`src/sv/mdq_ram.sv`:
```
// ----------------------------------------------------------------------------
// mdq_ram: generic simple dual-port ram
// one write port, one read port with registered data held while re is low
// ----------------------------------------------------------------------------
module mdq_ram #(
  parameter int WIDTH = 32,
  parameter int DEPTH = 16,
  localparam int AW = (DEPTH > 1) ? $clog2(DEPTH) : 1
) (
  input  logic             clk,
  input  logic             we,
  input  logic [AW-1:0]    waddr,
  input  logic [WIDTH-1:0] wdata,
  input  logic             re,
  input  logic [AW-1:0]    raddr,
  output logic [WIDTH-1:0] rdata
);

  logic [WIDTH-1:0] mem [DEPTH];

  always_ff @(posedge clk) begin
    if (we) begin
      mem[waddr] <= wdata;
    end
    if (re) begin
      rdata <= mem[raddr];
    end
  end

endmodule

```
`config.mk`:
```
export PLATFORM = sky130hd
export DESIGN_NAME = mdq_ram
export DESIGN_NICKNAME = d
export VERILOG_FILES = /design/src/sv/mdq_ram.sv
export SDC_FILE = /design/constraint.sdc
export NUM_CORES = 1
export LEC_CHECK = 0
export BUFFER_PORTS_ARGS = -buffer_cell sky130_fd_sc_hd__buf_2
export CAP_MARGIN = 20
export CORE_MARGIN = 5
export CORE_UTILIZATION = 61
export CTS_CLUSTER_DIAMETER = 80
export CTS_CLUSTER_SIZE = 8
export DETAILED_ROUTE_END_ITERATION = 8
export GPL_ROUTABILITY_DRIVEN = 0
export PLACE_DENSITY = 0.83
export SLEW_MARGIN = 0
export SYNTH_ARGS = -nofsm -noshare
export SYNTH_HDL_FRONTEND = slang
export SYNTH_SLANG_ARGS = --single-unit
```
`constraint.sdc`:
```
create_clock -name clk -period 4.6 [get_ports clk]
set_input_delay 0.46 -clock clk [delete_from_list [all_inputs] [get_ports clk]]
set_output_delay 0.46 -clock clk [all_outputs]
set_load 0.02 [all_outputs]
```
; ---- Word level (Yosys, flattened, before mapping)
; Memory sizes are Yosys's and may differ from the RTL's. A register that Yosys moved wholly into a read port is not among the register bits.
; Cells that the tools add are included.
[totals]
register_bits = 0
ramBits = 512
input_bits = 43
out_inout_bits = 32
elab_cells = 3
memories = 1
[mem_list]
columns = name, depth, width, rd, rd_clocked_by_memory_dff, wr, line
row1 = mem, 16, 32, 1, 1, 1, 19  ; logic [WIDTH-1:0] mem [DEPTH];
[op_classes]
mux = 2
[op_table]
columns = operator, n
row1 = 1-bit 2-to-1 mux, 2

; ---- Longest topological paths before layout
[depth]
depth_word = 2
mapped_depth = 5
mapped_depth_nobuf = 3

; ---- Worst setup path after synthesis
; Ideal clock, no wire load.
[synth_timing]
path_type = input -> register
start = in waddr[2]
end = mem mem[0][0], enable pin
setup_time_ns = 0.461
arrival_ns = 3.178
t_required_ns = 4.139
setup_slack_ns = 0.960
stages = 2
n_path_buf = 0
path_cell_list = or3b_2 -> nor3_1
[synth_lines]
columns = element, line
row1 = start: declaration, 12  ; input logic [AW-1:0] waddr,
row2 = end: declaration, 19
; No word-level cell before the write port.

==> summary.txt <==
Placement
  • Area after DPL: roughly 0.021 mm2
  • I/O Buffers: 74
  • HPWL Detailed: roughly 22000 um

Worst setup path
  • Max incr delay on CP: 0.58 ns
  • Critical path's top delay family: buffers and inverters
  • Setup crit end: rdata[11]
  • Worst Reg-to-Reg Cells: 3
  • CP Capture Type: flop
  • Required time of the critical path: 4.90 ns
  • Worst Path Arrival: 2.44 ns
  • Bufs and invs on worst path: 2
  • Critical Path Stages: 5
  • Startpoint Class: input port
  • Worst setup path startpoint: raddr[0]
  • Crit Path Max Fanout: 58
  • Worst reg-to-reg setup slack: 3.08 ns
  • Reg2reg end: rdata[11]
  • Worst path slowest cell: mux4_2
  • Worst R2R Start: mem[8][11]
  • Critical path class: input port to flop
  • Worst path cell trace: clkbuf_8, buf_4, mux4_2, a22oi_1, nand2_1

STA
  • Period Utilization, post-route: 46.49%
  • Worst-margin pin slew: between 1 and 1.5 ns
  • Post-route minimum period: 2.138 ns
  • RSZ-0062 raised after global routing: false
  • Final Hold Fails: 0
  • Setup violators final: 0
  • Setup TNS Final: 0 ns
  • Final Max Slew Viols: 0
  • F_max: 467.6 MHz
  • Skew final: 0.02901 ns
  • Slew HR: 28.83%

Finish
  • Fin area: 0.02328 mm2
  • Most common cell after layout, fill and taps aside: edfxtp_1
  • Area Growth Syn to Fin: 15.38%
  • Most frequent cells in the layout: 544 x edfxtp_1, 128 x mux4_2, 79 x clkbuf_16, 72 x buf_2, 64 x a22oi_1
  • Layout cell share with drive strength beyond 1: 34.01%
  • Nets: 1018
  • Finished Core Util: 71.36%

Logic synthesis
  • Synth cell types: 17
  • Multiplexer area fraction after synthesis: 14.29%
  • Mapped Area: 0.02017 mm2
  • Largest family of logic cells by synthesized area: multiplexers
  • Synth area leaders: edfxtp_1 81%, mux4_2 14%, a22oi_1 2.4%, nand2_1 0.61%, buf_4 0.41%
  • Register area share after synthesis: 80.97%
  • Yosys top cell area share: 80.97%
  • Post-Synth Simple-Gate Area: 1.253%
  • Xor-xnor portion of the synthesized cell area: 0%
  • Adder-Cell Fraction of Synth Area: 0%
  • Cell taking the most area after synthesis: edfxtp_1
  • Synth Area per Inst: 24.07 um2
  • Syn nets: 881
  • Compound-Gate Fraction of Synth Area: between 2 and 2.5%
  • Register bit total from synthesis: 544
  • Syn. warnings: 0
  • Syn Inst Count: 838

Pwr
  • VDD IR-drop max: 0.0003307 V
  • Pwr per Cell Area: 475.5 mW/mm2
  • Leak: 7.520 nW

Die
  • CORE AREA: between 0.03 and 0.04 mm2
  • Die area: 0.03681 mm2
  • # IOs: 75
  • Die height: roughly 190 um
  • # rows: 66
  • Effective utilization at floorplan: 61.85%
  • Die X: 191.9 um

Min path
  • Start point of the worst hold path: wdata[15]
  • Hold Path Class: input port to flop

Drt
  • Drt first pass iters: 5
  • Via Count: between 9k and 10k
  • Drt total wl: 46400 um
  • Antenna Nets Post-Route: 0
  • DRC: 0
  • Average wire per standard cell: roughly 33 um
  • Via density: a little under 7
  • Detailed router's first-iteration violation count: about 1.2k

Clock tree
  • Clk sink count: 544
  • CTS Root Cell: clkbuf_16
  • Post-cts resize count: 0
  • Bufs on Longest Clock Path: 3
  • Clock Pin Slew Worst Setup and Hold Paths: 0.05 ns
  • Clock Latency Late Sink: 0.58 ns
  • Setup bufs post-CTS: 0
  • CTS tree: yes
  • Clock buffer count from CTS: 77
  • Htree depth: 3
  • CTS hold repair buffers: 0

Global route
  • First-pass GRT wire length: 68470 um
  • Antenna violations before repair: 4
  • Vias in the first global route: about 11k
  • Total GRT Usage: between 20% and 30%
  • Global route total overflow: 0
  • Largest net degree at the start of global routing: 59

Outcome
  • Status: complete, no violations

Flow run
  • MaxCap Viol Count: 0
==> kinds of logic (layout without fill, tap and decap cells) <==
logic type      Yosys count  after routing
flops                   544            544
simple gates             59             59
other cells               0              1
compound gates           64             64
buf+inv                  43            184
mux                     128            128
==> through the flow <==
step | worst slack [ns] | cells | power, W | hold slack (ns)
global placement | 1.948 | 1337 | 0.006197 | 0.7219
CTS | 2.433 | 1420 | 0.01111 | 0.2476
global route | 2.297 | 1422 | 0.01139 | 0.2558
floorplan | 0.9604 | 838 | 0.006011 | 0.5589
finish | 2.462 | 1422 | 0.01107 | 0.2625
detailed placement | 1.895 | 1337 | 0.006222 | 0.7352
==> sequential cells by signal, summed over array words and instances, names as in the netlist <==
register / count
mem: 512
rdata: 32
==> cell type report <==
class,instances,area [um2]
Fill cell,1794,9341
Tap cell,442,553.0
Sequential cell,544,16340
Clock inverter,4,50.05
Multi-Input combinational cell,251,3750
Timing Repair Buffer,101,609.3
Antenna cell,1,2.502
Clock buffer,79,1977
==> metal layers <==
layer  GRT usage [%]  share of wire, %
met4           8.757               2.7
met5               0             0.082
met3           5.925                10
met1           35.52                36
met2           43.07                51
==> synthesized netlist by cell type, drive strengths merged <==
cell      n
a22oi    64
nor2     13
nand3     1
clkbuf   17
nor3      4
or3b      1
and2      1
buf      26
nand3b    2
nor2b     2
nand2b    2
mux4    128
edfxtp  544
nand2    33
==> power by group <==
part,switching (W),total (W),internal [W]
sequential,0.0000377,0.00564,0.00560
combinational,0.000315,0.000508,0.000193
clock,0.00192,0.00492,0.00301
==> how the worst min path moves through the flow <==
stage                        endpoint  slack [ns]  cells after the start
after detailed placement     rdata[2]        0.74                      3
after global routing      mem[14][29]        0.26                      1
final                     mem[13][15]        0.26                      1
after CTS                  mem[0][29]        0.25                      1
after floorplan             mem[0][0]        0.56                      0
after global placement      rdata[25]        0.72                      3
Note: power is estimated with default switching activity, not from simulation.
